File: src/design/mssc_pkg.sv
package mssc_pkg;

   // Layout of the configuration tables, fixed by the register map.
   localparam int SLOT_COUNT = 6;
   localparam int POS_W      = 16;
   localparam int CUR_W      = 2;
   localparam int STOP_BIT   = 4;

   localparam logic [POS_W-1:0] RESET_POSITION  = 16'd4000;
   localparam logic [7:0]       INIT_TIMEOUT    = 8'd100;
   localparam logic [7:0]       RELEASE_TIMEOUT = 8'd50;
   localparam logic [7:0]       NO_SERVO        = 8'hFF;
   localparam logic [7:0]       HOLD_RESET      = 8'd50;
   localparam logic [15:0]      MANUAL_RESET    = 16'd500;

   typedef enum logic [1:0] {
      OP_TICK,
      OP_SELECT,
      OP_POSITION,
      OP_INIT
   } mssc_op_type;

   typedef enum logic [3:0] {
      REG_POS_A,
      REG_POS_B,
      REG_SPEED,
      REG_INPUT_MAP,
      REG_ENABLE,
      REG_OFFSET,
      REG_HOLD,
      REG_MANUAL_HOLD
   } mssc_reg_type;

   typedef struct packed {
      logic [47:0] pos_a;
      logic [47:0] pos_b;
      logic [47:0] speed;
      logic [23:0] input_map;
      logic [5:0]  enable;
      logic [7:0]  offset;
      logic [7:0]  hold;
      logic [15:0] manual_hold;
   } mssc_cfg_type;

   // One servo's entry in the state memory.
   typedef struct packed {
      logic [POS_W-1:0] position;
      logic [CUR_W-1:0] current;
   } mssc_entry_type;

   typedef struct packed {
      logic [POS_W-1:0] position;
      logic [4:0]       target;
      logic [7:0]       timeout;
      logic             active;
      logic             manual;
      logic             manual_moved;
      logic [7:0]       manual_pos;
      logic [7:0]       pos_a;
      logic [7:0]       pos_b;
      logic [7:0]       speed;
      logic [7:0]       offset;
      logic [7:0]       hold;
   } mssc_step_in_type;

   typedef struct packed {
      logic [POS_W-1:0] position;
      logic [4:0]       target;
      logic [7:0]       timeout;
      logic             written;
      logic             slewed;
      logic             arrived;
      logic             restart;
   } mssc_step_out_type;

   function automatic logic [7:0] field8(input logic [47:0] tbl, input logic [2:0] k);
      return tbl[{k, 3'b000} +: 8];
   endfunction

   function automatic logic [3:0] field4(input logic [23:0] tbl, input logic [2:0] k);
      return tbl[{k, 2'b00} +: 4];
   endfunction

   // (p + offset) * 32, at most 14 bits.
   function automatic logic [13:0] scaled(input logic [7:0] p, input logic [7:0] off);
      logic [8:0] sum;
      sum = {1'b0, p} + {1'b0, off};
      return {sum, 5'b00000};
   endfunction

   // End position for end state 1 (A), 2 (B), or the middle of both otherwise.
   function automatic logic [13:0] config_pos(input logic [7:0] a, input logic [7:0] b,
                                              input logic [7:0] off, input logic [1:0] st);
      logic [13:0] a32;
      logic [13:0] b32;
      a32 = scaled(a, off);
      b32 = scaled(b, off);
      case (st)
         2'd1:    return a32;
         2'd2:    return b32;
         default: return 14'({1'b0, a32[13:1]} + {1'b0, b32[13:1]});
      endcase
   endfunction

   // Real input pair m-1, m for a nonzero map entry m.
   function automatic logic [1:0] mapped_pair(input logic [3:0] m, input logic [15:0] ins);
      logic [3:0] sh;
      sh = m - 4'd1;
      if (m == 4'd0) begin
         return 2'b00;
      end
      return 2'(ins >> sh);
   endfunction

endpackage

File: src/design/mssc_if.sv
interface mssc_req_if;
   logic        valid;
   logic        ready;
   logic [1:0]  op;
   logic [11:0] request_bits;
   logic [15:0] input_bits;
   logic [7:0]  value;

   modport source (output valid, op, request_bits, input_bits, value, input ready);
   modport sink (input valid, op, request_bits, input_bits, value, output ready);
endinterface

interface mssc_rsp_if;
   logic        valid;
   logic        ready;
   logic [2:0]  servo_index;
   logic [13:0] compare_value;
   logic        compare_written;
   logic        signal_active;
   logic [11:0] virtual_inputs;
   logic [5:0]  running_mask;

   modport source (output valid, servo_index, compare_value, compare_written, signal_active,
                   virtual_inputs, running_mask, input ready);
   modport sink (input valid, servo_index, compare_value, compare_written, signal_active,
                 virtual_inputs, running_mask, output ready);
endinterface

interface mssc_csr_if;
   logic        valid;
   logic        ready;
   logic [3:0]  index;
   logic [47:0] data;

   modport source (output valid, index, data, input ready);
   modport sink (input valid, index, data, output ready);
endinterface

File: src/design/mssc_ram.sv
module mssc_ram #(
   parameter int WIDTH = 18,
   parameter int DEPTH = 6
) (
   input  logic                                     clock,
   input  logic                                     wr_en,
   input  logic [((DEPTH > 1) ? $clog2(DEPTH) : 1)-1:0] wr_addr,
   input  logic [WIDTH-1:0]                         wr_data,
   input  logic                                     rd_en,
   input  logic [((DEPTH > 1) ? $clog2(DEPTH) : 1)-1:0] rd_addr,
   output logic [WIDTH-1:0]                         rd_data
);

   logic [WIDTH-1:0] mem_ff [DEPTH];
   logic [WIDTH-1:0] rd_data_ff;

   // Registered read; a read of the address being written returns the old word.
   always_ff @(posedge clock) begin
      if (wr_en) begin
         mem_ff[wr_addr] <= wr_data;
      end
      if (rd_en) begin
         rd_data_ff <= mem_ff[rd_addr];
      end
   end

   assign rd_data = rd_data_ff;

endmodule

File: src/design/mssc_csr.sv
module mssc_csr
   import mssc_pkg::*;
(
   input  logic         clock,
   input  logic         reset,
   mssc_csr_if.sink     csr_ch,
   output mssc_cfg_type cfg
);

   localparam mssc_cfg_type CFG_RESET = '{
      pos_a:       '0,
      pos_b:       '0,
      speed:       '0,
      input_map:   '0,
      enable:      '0,
      offset:      '0,
      hold:        HOLD_RESET,
      manual_hold: MANUAL_RESET
   };

   mssc_cfg_type cfg_ff;

   // Writes are taken on every cycle outside reset.
   assign csr_ch.ready = !reset;

   // Register writes; indexes past the list are dropped.
   always_ff @(posedge clock) begin
      if (reset) begin
         cfg_ff <= CFG_RESET;
      end else if (csr_ch.valid) begin
         case (mssc_reg_type'(csr_ch.index))
            REG_POS_A:       cfg_ff.pos_a       <= csr_ch.data;
            REG_POS_B:       cfg_ff.pos_b       <= csr_ch.data;
            REG_SPEED:       cfg_ff.speed       <= csr_ch.data;
            REG_INPUT_MAP:   cfg_ff.input_map   <= csr_ch.data[23:0];
            REG_ENABLE:      cfg_ff.enable      <= csr_ch.data[5:0];
            REG_OFFSET:      cfg_ff.offset      <= csr_ch.data[7:0];
            REG_HOLD:        cfg_ff.hold        <= csr_ch.data[7:0];
            REG_MANUAL_HOLD: cfg_ff.manual_hold <= csr_ch.data[15:0];
            default: ;
         endcase
      end
   end

   assign cfg = cfg_ff;

endmodule

File: src/design/mssc_step.sv
module mssc_step
   import mssc_pkg::*;
(
   input  mssc_step_in_type  step_in,
   output mssc_step_out_type step_out
);

   logic [13:0]      goal;
   logic [4:0]       tgt;
   logic [7:0]       tmo;
   logic [POS_W-1:0] pos;
   logic [POS_W-1:0] goal16;
   logic [POS_W-1:0] gap;
   logic             above;
   logic             below;

   // Timeout countdown and slew of the serviced servo toward its end position.
   always_comb begin
      goal     = step_in.manual ? scaled(step_in.manual_pos, step_in.offset)
                                : config_pos(step_in.pos_a, step_in.pos_b, step_in.offset,
                                             step_in.target[1:0]);
      goal16   = {2'b00, goal};
      above    = step_in.position > goal16;
      below    = step_in.position < goal16;
      gap      = above ? (step_in.position - goal16) : (goal16 - step_in.position);
      tgt      = step_in.target;
      tmo      = step_in.timeout;
      pos      = step_in.position;
      step_out = '0;

      if (step_in.active) begin
         // A new manual position wakes the signal and restarts manual mode.
         if (step_in.manual && step_in.manual_moved) begin
            tgt[STOP_BIT]    = 1'b0;
            tmo              = '0;
            step_out.restart = 1'b1;
         end
         if (tmo != 8'd0) begin
            tmo = tmo - 8'd1;
            if (tmo == 8'd0) begin
               tgt[STOP_BIT] = 1'b1;
            end
         end
         // The stop bit is judged as it stood before this tick's changes.
         if (!step_in.target[STOP_BIT] && tmo == 8'd0) begin
            step_out.written = 1'b1;
            step_out.slewed  = 1'b1;
            if (gap < {8'd0, step_in.speed}) begin
               pos              = goal16;
               tmo              = step_in.hold;
               step_out.arrived = 1'b1;
            end else if (above) begin
               pos = step_in.position - {8'd0, step_in.speed};
            end else if (below) begin
               pos = step_in.position + {8'd0, step_in.speed};
            end
         end
      end else begin
         tgt[STOP_BIT] = 1'b1;
      end

      step_out.target   = tgt;
      step_out.timeout  = tmo;
      step_out.position = pos;
   end

endmodule

File: src/design/multi_servo_slew_controller_core.sv
// Channel   Dir  Handshake      Payload
// req_ch    in   valid/ready    op, request_bits, input_bits, value
// rsp_ch    out  valid/ready    servo_index, compare_value, compare_written,
//                               signal_active, virtual_inputs, running_mask
// csr_ch    in   valid/ready    index, data (ready is high outside reset)
//
// An accepted item enters the update stage along with the read of its servo's entry;
// when that stage fires, its result loads the output register and can then leave.
// One item per cycle is sustained while results are not stalled. The state memory read
// is registered, with a write-back forward covering back-to-back access to the same servo.
// Synchronous reset; no clearing pass, the memory is covered by valid bits.
// A stalled result holds the update stage, which then holds the input.
module multi_servo_slew_controller_core
   import mssc_pkg::*;
#(
   parameter int SERVO_COUNT = 6
) (
   input  logic      clock,
   input  logic      reset,
   mssc_req_if.sink  req_ch,
   mssc_rsp_if.source rsp_ch,
   mssc_csr_if.sink  csr_ch
);

   localparam int IDX_W = (SERVO_COUNT > 1) ? $clog2(SERVO_COUNT) : 1;

   mssc_cfg_type      cfg;
   mssc_step_in_type  step_in;
   mssc_step_out_type step_out;

   // Pipeline and service control.
   logic [IDX_W-1:0] counter_ff;
   logic [IDX_W-1:0] next_idx;
   logic [IDX_W-1:0] rd_addr;
   logic             in_ok;
   logic             accept;
   logic             s1_valid_ff;
   mssc_op_type      s1_op_ff;
   logic [IDX_W-1:0] s1_idx_ff;
   logic             s1_ok_ff;
   logic [11:0]      s1_req_ff;
   logic [15:0]      s1_ins_ff;
   logic [7:0]       s1_val_ff;
   logic             s1_has_rsp;
   logic             s1_fire;
   logic             fwd_hit_ff;
   mssc_entry_type   fwd_data_ff;
   logic             fwd_hit_in;

   // Per-servo state held in flops.
   logic [4:0]             tgt_ff [SERVO_COUNT];
   logic [4:0]             tgt_in [SERVO_COUNT];
   logic [7:0]             pt_ff [SERVO_COUNT];
   logic [7:0]             pt_in [SERVO_COUNT];
   logic [4:0]             rel_t [SERVO_COUNT];
   logic [7:0]             rel_p [SERVO_COUNT];
   logic [SERVO_COUNT-1:0] moving_ff;
   logic [SERVO_COUNT-1:0] moving_in;
   logic [SERVO_COUNT-1:0] active_ff;
   logic [SERVO_COUNT-1:0] active_in;
   logic [SERVO_COUNT-1:0] valid_ff;
   logic [11:0]            reported_ff;
   logic [11:0]            reported_in;

   // Manual positioning state.
   logic [7:0]  ms_ff;
   logic [7:0]  ms_in;
   logic [7:0]  msl_ff;
   logic [7:0]  msl_in;
   logic [7:0]  mp_ff;
   logic [7:0]  mp_in;
   logic [7:0]  mpl_ff;
   logic [7:0]  mpl_in;
   logic [15:0] mt_ff;
   logic [15:0] mt_in;
   logic        manual_chg;
   logic [15:0] mt_load;
   logic        manual_end;
   logic [15:0] mt_dec;
   logic [7:0]  ms_after;

   // Memory access and update results.
   mssc_entry_type ram_q;
   mssc_entry_type entry;
   mssc_entry_type reset_entry;
   mssc_entry_type ram_wdata;
   logic           ram_we;
   logic [1:0]     req_pair;
   logic           req_hit;
   logic [1:0]     seen;
   logic [3:0]     map_s;
   logic [1:0]     init_st;
   logic           written;
   logic [POS_W-1:0] rsp_pos;

   // Output register.
   logic        rsp_valid_ff;
   logic [2:0]  rsp_idx_ff;
   logic [13:0] rsp_cmp_ff;
   logic        rsp_wr_ff;
   logic        rsp_act_ff;
   logic [11:0] rsp_virt_ff;
   logic [5:0]  rsp_run_ff;

   mssc_csr u_csr (
      .clock  (clock),
      .reset  (reset),
      .csr_ch (csr_ch),
      .cfg    (cfg)
   );

   mssc_ram #(
      .WIDTH ($bits(mssc_entry_type)),
      .DEPTH (SERVO_COUNT)
   ) u_ram (
      .clock   (clock),
      .wr_en   (s1_fire && ram_we),
      .wr_addr (s1_idx_ff),
      .wr_data (ram_wdata),
      .rd_en   (accept),
      .rd_addr (rd_addr),
      .rd_data (ram_q)
   );

   mssc_step u_step (
      .step_in  (step_in),
      .step_out (step_out)
   );

   // Input side: pick the servo whose entry is read.
   assign next_idx   = (counter_ff == IDX_W'(SERVO_COUNT - 1)) ? '0 : counter_ff + 1'b1;
   assign in_ok      = req_ch.value < 8'(SERVO_COUNT);
   assign rd_addr    = (mssc_op_type'(req_ch.op) == OP_TICK) ? next_idx
                     : (in_ok ? IDX_W'(req_ch.value) : '0);
   assign s1_has_rsp = (s1_op_ff == OP_TICK) || (s1_op_ff == OP_INIT && s1_ok_ff);
   assign s1_fire    = s1_valid_ff && (!s1_has_rsp || !rsp_valid_ff || rsp_ch.ready);
   assign req_ch.ready = !reset && (!s1_valid_ff || s1_fire);
   assign accept     = req_ch.valid && req_ch.ready;
   assign fwd_hit_in = s1_fire && ram_we && (s1_idx_ff == rd_addr);

   // Entry of the serviced servo: forwarded write, memory word, or reset value.
   always_comb begin
      reset_entry          = '0;
      reset_entry.position = (s1_idx_ff == '0) ? RESET_POSITION : '0;
      if (fwd_hit_ff) begin
         entry = fwd_data_ff;
      end else if (valid_ff[s1_idx_ff]) begin
         entry = ram_q;
      end else begin
         entry = reset_entry;
      end
   end

   // Manual mode bookkeeping for a tick.
   assign manual_chg = msl_ff != ms_ff;
   assign mt_load    = manual_chg ? cfg.manual_hold : mt_ff;
   assign manual_end = mt_load == 16'd1;
   assign mt_dec     = (mt_load == 16'd0) ? 16'd0 : mt_load - 16'd1;
   assign ms_after   = manual_end ? NO_SERVO : ms_ff;

   assign req_pair = 2'(s1_req_ff >> {s1_idx_ff, 1'b0});
   assign req_hit  = (req_pair == 2'd1 || req_pair == 2'd2)
                  && (tgt_ff[s1_idx_ff][1:0] != req_pair);

   // New request for the serviced servo, then releases of the manual servos.
   always_comb begin
      for (int k = 0; k < SERVO_COUNT; k++) begin
         rel_t[k] = tgt_ff[k];
         rel_p[k] = pt_ff[k];
         if (IDX_W'(k) == s1_idx_ff && req_hit) begin
            rel_t[k] = {3'b000, req_pair};
            rel_p[k] = '0;
         end
         if (manual_chg && msl_ff == 8'(k)) begin
            rel_t[k][STOP_BIT] = 1'b0;
            rel_p[k]           = '0;
         end
         if (manual_chg && ms_ff == 8'(k)) begin
            rel_t[k][STOP_BIT] = 1'b0;
            rel_p[k]           = '0;
         end
         if (manual_end && ms_ff == 8'(k)) begin
            rel_t[k][STOP_BIT] = 1'b0;
            rel_p[k]           = RELEASE_TIMEOUT;
         end
      end
   end

   always_comb begin
      step_in              = '0;
      step_in.position     = entry.position;
      step_in.target       = rel_t[s1_idx_ff];
      step_in.timeout      = rel_p[s1_idx_ff];
      step_in.active       = active_ff[s1_idx_ff];
      step_in.manual       = ms_after == 8'(s1_idx_ff);
      step_in.manual_moved = mp_ff != mpl_ff;
      step_in.manual_pos   = mp_ff;
      step_in.pos_a        = field8(cfg.pos_a, 3'(s1_idx_ff));
      step_in.pos_b        = field8(cfg.pos_b, 3'(s1_idx_ff));
      step_in.speed        = field8(cfg.speed, 3'(s1_idx_ff));
      step_in.offset       = cfg.offset;
      step_in.hold         = cfg.hold;
   end

   assign map_s   = field4(cfg.input_map, 3'(s1_idx_ff));
   assign init_st = mapped_pair(map_s, s1_ins_ff);
   assign seen    = (map_s != 4'd0) ? init_st
                  : (moving_ff[s1_idx_ff] ? 2'b00 : entry.current);

   // Next state of everything the item in the update stage touches.
   always_comb begin
      tgt_in      = tgt_ff;
      pt_in       = pt_ff;
      moving_in   = moving_ff;
      active_in   = active_ff;
      reported_in = reported_ff;
      ms_in       = ms_ff;
      msl_in      = msl_ff;
      mp_in       = mp_ff;
      mpl_in      = mpl_ff;
      mt_in       = mt_ff;
      ram_we      = 1'b0;
      ram_wdata   = entry;
      written     = 1'b0;
      case (s1_op_ff)
         OP_SELECT: begin
            ms_in = s1_val_ff;
         end
         OP_POSITION: begin
            mp_in = s1_val_ff;
         end
         OP_INIT: begin
            if (s1_ok_ff) begin
               if (cfg.enable[s1_idx_ff]) begin
                  tgt_in[s1_idx_ff]    = {3'b000, init_st};
                  pt_in[s1_idx_ff]     = INIT_TIMEOUT;
                  active_in[s1_idx_ff] = 1'b1;
                  ram_we               = 1'b1;
                  ram_wdata.current    = init_st;
                  ram_wdata.position   = {2'b00, config_pos(step_in.pos_a, step_in.pos_b,
                                                            cfg.offset, init_st)};
                  written              = 1'b1;
               end else begin
                  tgt_in[s1_idx_ff][STOP_BIT] = 1'b1;
               end
            end
         end
         OP_TICK: begin
            tgt_in            = rel_t;
            pt_in             = rel_p;
            tgt_in[s1_idx_ff] = step_out.target;
            pt_in[s1_idx_ff]  = step_out.timeout;
            for (int k = 0; k < SERVO_COUNT; k++) begin
               if (IDX_W'(k) == s1_idx_ff) begin
                  reported_in[2*k +: 2] = seen;
               end
            end
            if (manual_chg) begin
               msl_in = ms_ff;
            end
            ms_in = ms_after;
            mt_in = step_out.restart ? cfg.manual_hold : mt_dec;
            if (step_out.restart) begin
               mpl_in = mp_ff;
            end
            if (step_out.slewed) begin
               moving_in[s1_idx_ff] = !step_out.arrived;
            end
            ram_we             = 1'b1;
            ram_wdata.position = step_out.position;
            ram_wdata.current  = step_out.arrived ? step_out.target[1:0] : entry.current;
            written            = step_out.written;
         end
         default: ;
      endcase
   end

   assign rsp_pos = ram_we ? ram_wdata.position : entry.position;

   // Input transfer into the update stage.
   always_ff @(posedge clock) begin
      if (reset) begin
         s1_valid_ff <= 1'b0;
         counter_ff  <= '0;
         fwd_hit_ff  <= 1'b0;
      end else begin
         if (accept) begin
            s1_valid_ff <= 1'b1;
            fwd_hit_ff  <= fwd_hit_in;
            if (mssc_op_type'(req_ch.op) == OP_TICK) begin
               counter_ff <= next_idx;
            end
         end else if (s1_fire) begin
            s1_valid_ff <= 1'b0;
         end
      end
   end

   always_ff @(posedge clock) begin
      if (accept) begin
         s1_op_ff    <= mssc_op_type'(req_ch.op);
         s1_idx_ff   <= rd_addr;
         s1_ok_ff    <= in_ok;
         s1_req_ff   <= req_ch.request_bits;
         s1_ins_ff   <= req_ch.input_bits;
         s1_val_ff   <= req_ch.value;
         fwd_data_ff <= ram_wdata;
      end
   end

   // State update at the end of the update stage.
   always_ff @(posedge clock) begin
      if (reset) begin
         for (int k = 0; k < SERVO_COUNT; k++) begin
            tgt_ff[k] <= '0;
            pt_ff[k]  <= '0;
         end
         moving_ff   <= '0;
         active_ff   <= '0;
         valid_ff    <= '0;
         reported_ff <= '0;
         ms_ff       <= NO_SERVO;
         msl_ff      <= NO_SERVO;
         mp_ff       <= '0;
         mpl_ff      <= '0;
         mt_ff       <= '0;
      end else if (s1_fire) begin
         tgt_ff      <= tgt_in;
         pt_ff       <= pt_in;
         moving_ff   <= moving_in;
         active_ff   <= active_in;
         reported_ff <= reported_in;
         ms_ff       <= ms_in;
         msl_ff      <= msl_in;
         mp_ff       <= mp_in;
         mpl_ff      <= mpl_in;
         mt_ff       <= mt_in;
         if (ram_we) begin
            valid_ff[s1_idx_ff] <= 1'b1;
         end
      end
   end

   // Output register; a new result loads as the previous one transfers.
   always_ff @(posedge clock) begin
      if (reset) begin
         rsp_valid_ff <= 1'b0;
      end else if (s1_fire && s1_has_rsp) begin
         rsp_valid_ff <= 1'b1;
      end else if (rsp_ch.ready) begin
         rsp_valid_ff <= 1'b0;
      end
   end

   always_ff @(posedge clock) begin
      if (s1_fire && s1_has_rsp) begin
         rsp_idx_ff  <= 3'(s1_idx_ff);
         rsp_cmp_ff  <= rsp_pos[POS_W-1:2];
         rsp_wr_ff   <= written;
         rsp_act_ff  <= !tgt_in[s1_idx_ff][STOP_BIT];
         rsp_virt_ff <= reported_in;
         rsp_run_ff  <= 6'(moving_in);
      end
   end

   assign rsp_ch.valid           = rsp_valid_ff;
   assign rsp_ch.servo_index     = rsp_idx_ff;
   assign rsp_ch.compare_value   = rsp_cmp_ff;
   assign rsp_ch.compare_written = rsp_wr_ff;
   assign rsp_ch.signal_active   = rsp_act_ff;
   assign rsp_ch.virtual_inputs  = rsp_virt_ff;
   assign rsp_ch.running_mask    = rsp_run_ff;

endmodule

File: src/flat_wrapper.sv
// flat-port wrapper written by rule: the top's interface ports become plain ports
module multi_servo_slew_controller_core_flat import mssc_pkg::*;
#(
   parameter int SERVO_COUNT = 6
)
  (clock, reset, req_ch_valid, req_ch_op, req_ch_request_bits, req_ch_input_bits, req_ch_value, req_ch_ready, rsp_ch_valid, rsp_ch_servo_index, rsp_ch_compare_value, rsp_ch_compare_written, rsp_ch_signal_active, rsp_ch_virtual_inputs, rsp_ch_running_mask, rsp_ch_ready, csr_ch_valid, csr_ch_index, csr_ch_data, csr_ch_ready);
  mssc_req_if req_ch_i ();
  mssc_rsp_if rsp_ch_i ();
  mssc_csr_if csr_ch_i ();
  input  logic clock;
  input  logic reset;
  input wire logic [$bits(req_ch_i.valid)-1:0] req_ch_valid;
  input wire logic [$bits(req_ch_i.op)-1:0] req_ch_op;
  input wire logic [$bits(req_ch_i.request_bits)-1:0] req_ch_request_bits;
  input wire logic [$bits(req_ch_i.input_bits)-1:0] req_ch_input_bits;
  input wire logic [$bits(req_ch_i.value)-1:0] req_ch_value;
  output wire logic [$bits(req_ch_i.ready)-1:0] req_ch_ready;
  output wire logic [$bits(rsp_ch_i.valid)-1:0] rsp_ch_valid;
  output wire logic [$bits(rsp_ch_i.servo_index)-1:0] rsp_ch_servo_index;
  output wire logic [$bits(rsp_ch_i.compare_value)-1:0] rsp_ch_compare_value;
  output wire logic [$bits(rsp_ch_i.compare_written)-1:0] rsp_ch_compare_written;
  output wire logic [$bits(rsp_ch_i.signal_active)-1:0] rsp_ch_signal_active;
  output wire logic [$bits(rsp_ch_i.virtual_inputs)-1:0] rsp_ch_virtual_inputs;
  output wire logic [$bits(rsp_ch_i.running_mask)-1:0] rsp_ch_running_mask;
  input wire logic [$bits(rsp_ch_i.ready)-1:0] rsp_ch_ready;
  input wire logic [$bits(csr_ch_i.valid)-1:0] csr_ch_valid;
  input wire logic [$bits(csr_ch_i.index)-1:0] csr_ch_index;
  input wire logic [$bits(csr_ch_i.data)-1:0] csr_ch_data;
  output wire logic [$bits(csr_ch_i.ready)-1:0] csr_ch_ready;
  assign req_ch_i.valid = req_ch_valid;
  assign req_ch_i.op = req_ch_op;
  assign req_ch_i.request_bits = req_ch_request_bits;
  assign req_ch_i.input_bits = req_ch_input_bits;
  assign req_ch_i.value = req_ch_value;
  assign req_ch_ready = req_ch_i.ready;
  assign rsp_ch_valid = rsp_ch_i.valid;
  assign rsp_ch_servo_index = rsp_ch_i.servo_index;
  assign rsp_ch_compare_value = rsp_ch_i.compare_value;
  assign rsp_ch_compare_written = rsp_ch_i.compare_written;
  assign rsp_ch_signal_active = rsp_ch_i.signal_active;
  assign rsp_ch_virtual_inputs = rsp_ch_i.virtual_inputs;
  assign rsp_ch_running_mask = rsp_ch_i.running_mask;
  assign rsp_ch_i.ready = rsp_ch_ready;
  assign csr_ch_i.valid = csr_ch_valid;
  assign csr_ch_i.index = csr_ch_index;
  assign csr_ch_i.data = csr_ch_data;
  assign csr_ch_ready = csr_ch_i.ready;
  multi_servo_slew_controller_core #(.SERVO_COUNT(SERVO_COUNT)) u_core (.clock(clock), .reset(reset), .req_ch(req_ch_i), .rsp_ch(rsp_ch_i), .csr_ch(csr_ch_i));
endmodule
File: config.mk
export PLATFORM = sky130hd
export DESIGN_NAME = multi_servo_slew_controller_core_flat
export DESIGN_NICKNAME = d
export VERILOG_FILES = /design/src/design/mssc_pkg.sv /design/src/design/mssc_if.sv /design/src/design/mssc_ram.sv /design/src/design/mssc_csr.sv /design/src/design/mssc_step.sv /design/src/design/multi_servo_slew_controller_core.sv /design/src/flat_wrapper.sv
export SDC_FILE = /design/constraint.sdc
export NUM_CORES = 2
export LEC_CHECK = 0
export ABC_AREA = 1
export BUFFER_PORTS_ARGS = -buffer_cell sky130_fd_sc_hd__buf_2
export CELL_PAD_IN_SITES_DETAIL_PLACEMENT = 1
export CELL_PAD_IN_SITES_GLOBAL_PLACEMENT = 2
export CORE_ASPECT_RATIO = 1.4
export CORE_MARGIN = 5
export CORE_UTILIZATION = 35
export CTS_BUF_LIST = sky130_fd_sc_hd__clkbuf_2 sky130_fd_sc_hd__clkbuf_4 sky130_fd_sc_hd__clkbuf_8
export DETAILED_ROUTE_END_ITERATION = 12
export PLACE_DENSITY = 0.79
export SLEW_MARGIN = 20
export SYNTH_ARGS = -nofsm -noshare
export SYNTH_HDL_FRONTEND = slang
export SYNTH_SLANG_ARGS = --single-unit
File: constraint.sdc
create_clock -name clock -period 27.8 [get_ports clock]
set_input_delay 5.56 -clock clock [delete_from_list [all_inputs] [get_ports clock]]
set_output_delay 5.56 -clock clock [all_outputs]
set_load 0.05 [all_outputs]
[Word-level counts from Yosys, hierarchy flattened]
Memory sizes are Yosys's and may differ from the RTL's. A register that Yosys moved wholly into a read port is not among the register bits.
Cells that the tools add are included.
Word-level totals
  register bits after elaboration: 465
  RAM bits: 108
  input port bits: 95
  output and inout bits: 40
  word-level logic and storage cells: 352
  memories kept: 1
Memory list
  u_core.u_ram.mem_ff: depth 6, width 18, rd ports 1, clocked after Yosys merged registers in 1, wr ports 1, line mssc_ram.sv:14  | logic [WIDTH-1:0] mem_ff [DEPTH];
Cells by class
  $add $sub $neg: 12
  $lt $le $gt $ge: 8
  equality and inequality tests: 40
  shift-type cells: 6
  muxes and demuxes: 150
  bitwise operators: 7
  reductions and logical operators: 81
Operator list (count)
  8-bit 2-to-1 mux: 35
  16-bit 2-to-1 mux: 10
  48-bit by 7-bit variable part select with 8-bit output: 3
  48-bit 2-to-1 mux: 2
  48-bit case mux with 2 select lines: 1
  18-bit 2-to-1 mux: 4
  30-bit bitwise mux: 2
  30-bit 2-to-1 mux: 2
  5-bit 2-to-1 mux: 12
  30-bit case mux with 2 select lines: 1
  14-bit case mux with 2 select lines: 2
  48-bit bitwise mux: 1
  5-bit binary-select mux with 3-bit select: 3
  1-bit 2-to-1 mux: 38
  1-bit logical AND: 36
  18-bit case mux with 2 select lines: 1
  8-bit by 2-bit == test with 1-bit output (second input constant): 4
  8-bit by 3-bit == test with 1-bit output (second input constant): 4
  8-bit zero test: 4
  30-bit bitwise AND: 1
  5-bit demux with 3-bit select: 2
  30-bit inverter: 1
  30-bit OR: 1
  8-bit by 8-bit adder with 9-bit output: 3
  other kinds (65): 131

[Longest topological paths before layout]
  depth after elaboration: 27
  gate-level depth with buffers: 62
  depth with buffers taken out: 58

[Modules after synthesis]
A second synthesis with hierarchy kept.
Unflattened totals
  cells, all modules: 4831
  area, all modules: 35098.7 sq um
By module, submodules not included
  multi_servo_slew_controller_core: times used 1, cells an instance 2364, area an instance 16923.7 sq um, sequential area each 6155.9 sq um
  mssc_csr: times used 1, cells an instance 1250, area an instance 8378.0 sq um, sequential area each 4124.0 sq um
  mssc_step: times used 1, cells an instance 859, area an instance 4931.0 sq um, sequential area each 0.0 sq um
  mssc_ram: times used 1, cells an instance 358, area an instance 4865.9 sq um, sequential area each 3783.6 sq um

[Least setup slack after synthesis]
No wires, ideal clock.
  path kind: input-to-output
  start: input port reset
  end: output port csr_ch_ready
  arrival time: 6.531 ns
  required time: 22.240 ns
  path slack: 15.709 ns
  cell stages on the path: 3
  cell sequence: inv_1 > clkbuf_1 > clkbuf_1
On the way
  word-level cells in the longest chain between the ends: 1
Ends and longest elaborated chain
  from (decl): line flat_wrapper.sv:11  | input logic reset;
  1-bit zero test: line mssc_csr.sv:24  | assign csr_ch.ready = !reset;
  to (decl): line flat_wrapper.sv:29  | output wire logic [$bits(csr_ch_i.ready)-1:0] csr_ch_ready;
Every way passes these cells.

[Final worst setup path]
  start: input port reset
  end: output port req_ch_ready
On the way
  word-level cells in the longest chain between the ends: 2
Ends and longest elaborated chain
  1-bit zero test: line multi_servo_slew_controller_core.sv:137  | assign req_ch.ready = !reset && (!s1_valid_ff || s1_fire);
  1-bit logical AND: line multi_servo_slew_controller_core.sv:137
  to (decl): line flat_wrapper.sv:17  | output wire logic [$bits(req_ch_i.ready)-1:0] req_ch_ready;
Every way passes these cells.

==> results list <==
* WL per Instance: about 23 um
* Number of placement rows: about 130
* Worst setup EP type: output pin
- IR Drop Worst-Case VDD: 0.0000379 V
- Critical path required time: around 22000 ps
- After routing the design area is 0.0363 mm2.
- After legalization and detailed placement, the total HPWL measured just over 90 mm.
* Combined area of all synthesized cells: 0.0322 mm2
- Hold Violations, Final: 0
* Power density normalized to cell area: 58.1 mW/mm2
* Category of the most critical setup path: input port to output pin
- Area post-placement: approximately 0.034 mm2
- Maximum number of pins on one net before global-route repair: 97
- The top cell type by area accounts for 22.1% of the synthesized area.
- Post-cts repair resize count: 0
* Standard cell core area: between 0.09 and 0.1 mm2
- The clock arrives with 47.0 ps of skew.
* Total number of clock tree sinks: approximately 580
* Ys flop type: dfxtp_1
* Count of state elements after synthesis: 579
- Number of buffers inserted during clock tree synthesis: 100
- For this configuration, the core starts out at a cell density of 35.3%.
- The number of pins exceeding their max-slew limit in the final report was 0.
* GRT Residual Overflow: 0
* Most area-consuming cells after synthesis: dfxtp_1 22%, edfxtp_1 21%, nand2_1 8.6%, o21ai_0 7.1%, a21oi_1 5.9%
- Fraction of registers with async set or reset after synthesis: 0%
- After layout, the minimum clock period comes to 12700 ps.
- In this run the tightest slew margin relative to its limit is about a quarter.
* Least-Margin Pin Slew: 1120 ps
- Number of warnings reported in the yosys synthesis log: 0
- Data arrival time of the critical path: 7140 ps
* Clock Pin Slew Worst Setup and Hold Paths: 60 ps
- between 100 and 150 I/O pins were placed.
* H-tree levels: 3
- The number of nets handed over by synthesis was about 4500.
- Summing over every cut layer, the via total after detailed routing is roughly 30000.
- Most frequent cell after synthesis: nand2_1
* Distinct cell type count after synthesis: 62
- Crit Path Max Fanout: 94
- Peak-usage layer in the global routing report: met2
* RSZ-0062 raised after global routing: no
- Global routing consumed, over all layers together, 25.8% of the routing resources.
- The area growth from synthesis to layout is 12.7%.
* CTS hold repair buffers: 0
* Post-CTS setup repair buffer count: 0
- Clock latency on the worst-skew pair: 750 ps
- Antenna viol nets, final: 0
- Portion of the post-synthesis area used by sequential elements: 42.9%
- Nets: 4570
* Number of enable flip-flop cells after synthesis: 223
- Synth area leader: dfxtp_1
- Met2 layer usage reported by global route: 46.7%
- Measured along the y axis, the die boundary spans 369 um.
- The detailed router finished its first iteration with 1854 violations.
- Count of input and output buffers: ~130
- The worst setup path is launched from an input port.
* CTS Root Buffer Type: clkbuf_8
* Synthesized area divided by synthesized cell count: 7.48 um2
* Final period utilization: 45.7%
* Timing-limited maximum frequency: 78.7 MHz
- Layout cells sized above 1: between 10% and 20%
- For this run, global-route usage on met1 was measured as about 31%.
- Global routing used roughly 2.6% of the available met3 tracks.
- Setup violations remaining at the end of the flow were counted as 0.
* First drt pass iteration count: 5
- The layout has 11263 filler cells.
* Total leakage power: 15.3 nW
- The worst hold path belongs to the class flop to flop.
- By count the netlist is led by 735 x nand2_1, 486 x nor2_1, 455 x o21ai_0.
* Remaining routing DRC violations: 0
- Max-cap violations in this run came to 0.
* Via density per instance: around 5.5
* Worst-case hold slack: 449 ps
- Adding up every negative setup slack in the final design gives 0 ps.
- The number of global-route vias before repair is between 30000 and 40000.
- Number of antenna violations at the first check in global routing: 1
- TritonCTS built the clock tree.
- Run status: finished clean
* Overall die area: 0.0983 mm2
- The first global-routing pass estimated 196 mm of wire.
* Buffers from clock root to sink, at most: 3
- Final weighted congestion in routability-driven placement: 0.872
* Width of the chip: 266 um
* Total Routed Length: 130 mm
- Synthesis produced a netlist whose cell count is 4303.
report_power, final:
part	switching [mW]	total (mW)	internal, mW
clock	0.381	0.861	0.479
sequential	0.0123	0.918	0.905
combinational	0.238	0.332	0.0938
logic make-up after synthesis:
kind of cell | Yosys count | share of synthesized area (%)
and+or+nand+nor | 1665 | 22.0
xor gates and xnor gates | 67 | 1.82
buffers and inverters | 707 | 8.42
AOI/OAI and AO/OA | 1185 | 20.8
adders and majority gates | 100 | 4.05
DFF | 579 | 42.9
cell type report:
type,instances,area [um2],share of cell area (%)
tap,1197,1500,4.13
clock buffer,153,1920,5.29
sequential,579,13800,38.1
inverter,472,1780,4.92
clock inverter,33,285,0.786
multi-input combinational,3017,15800,43.5
timing repair buffer,205,1200,3.32
antenna,2,5.00,0.0138
per-stage QoR:
step / std cells / power, mW / setup slack (ps) / utilization, %
after floorplan: 4303 / 1.15 / 15710 / -
after global placement: 5470 / 1.26 / 15090 / 37.3
after detailed placement: 5470 / 1.27 / 15110 / 37.3
after CTS: 5656 / 2.13 / 15110 / 39.7
after global routing: 5658 / 2.20 / 15020 / 39.7
final: 5658 / 2.11 / 15100 / 39.7
state kept, by name (all words and copies together) (netlist names), 8 cells and up, named ones only:
signal and cells:
u_core.s1_req_ff 12, u_core.fwd_data_ff 18, u_core.msl_ff 8, u_core.s1_val_ff 8, u_core.u_ram.mem_ff 108, u_core.ms_ff 8, u_core.s1_ins_ff 16, u_core.mp_ff 8
u_core.rsp_ch.compare_value 14, u_core.u_csr.cfg 206, u_core.mt_ff 16, u_core.reported_ff 12, u_core.rsp_ch.virtual_inputs 12, u_core.u_ram.rd_data 18, u_core.pt_ff 48, u_core.mpl_ff 8
worst paths after layout:
kind | slack, ps | cells after the start | from | to
setup reg to reg | 16810 | 51 | u_core.s1_idx_ff[0]$_DFFE_PP_ | u_core.pt_ff[45]$_SDFFE_PP0P_
hold / removal | 450 | 2 | u_core.u_csr.cfg[54]$_SDFFE_PP0P_ | u_core.u_csr.cfg[54]$_SDFFE_PP0P_
setup / recovery | 15100 | 6 | reset | req_ch_ready
hold reg to reg | 450 | 2 | u_core.u_csr.cfg[54]$_SDFFE_PP0P_ | u_core.u_csr.cfg[54]$_SDFFE_PP0P_
layout by cell type, fill, tap and decap left out, types with 71 or more instances in the layout:
| master | instances |
|---|---|
| o21ai_0 | 454 |
| nand3_1 | 318 |
| edfxtp_1 | 223 |
| inv_1 | 448 |
| nand2_1 | 734 |
| ha_1 | 92 |
| nor2_1 | 471 |
| a21oi_1 | 380 |
| clkbuf_8 | 123 |
| buf_4 | 71 |
| dfxtp_1 | 356 |
| buf_2 | 134 |
layer usage:
layer | up-vias | wire, um
met2 | 669 | 66300
met3 | 224 | 4630
met5 | - | 0
met1 | 15261 | 53900
li1 | 14733 | -
met4 | 0 | 5450
worst max-delay path, cell delays in order:
cell,delay (ps)
buf_2,80
buf_4,580
inv_8,360
nand2_1,260
inv_1,60
buf_2,210
Power figures use the tool's default switching activity.
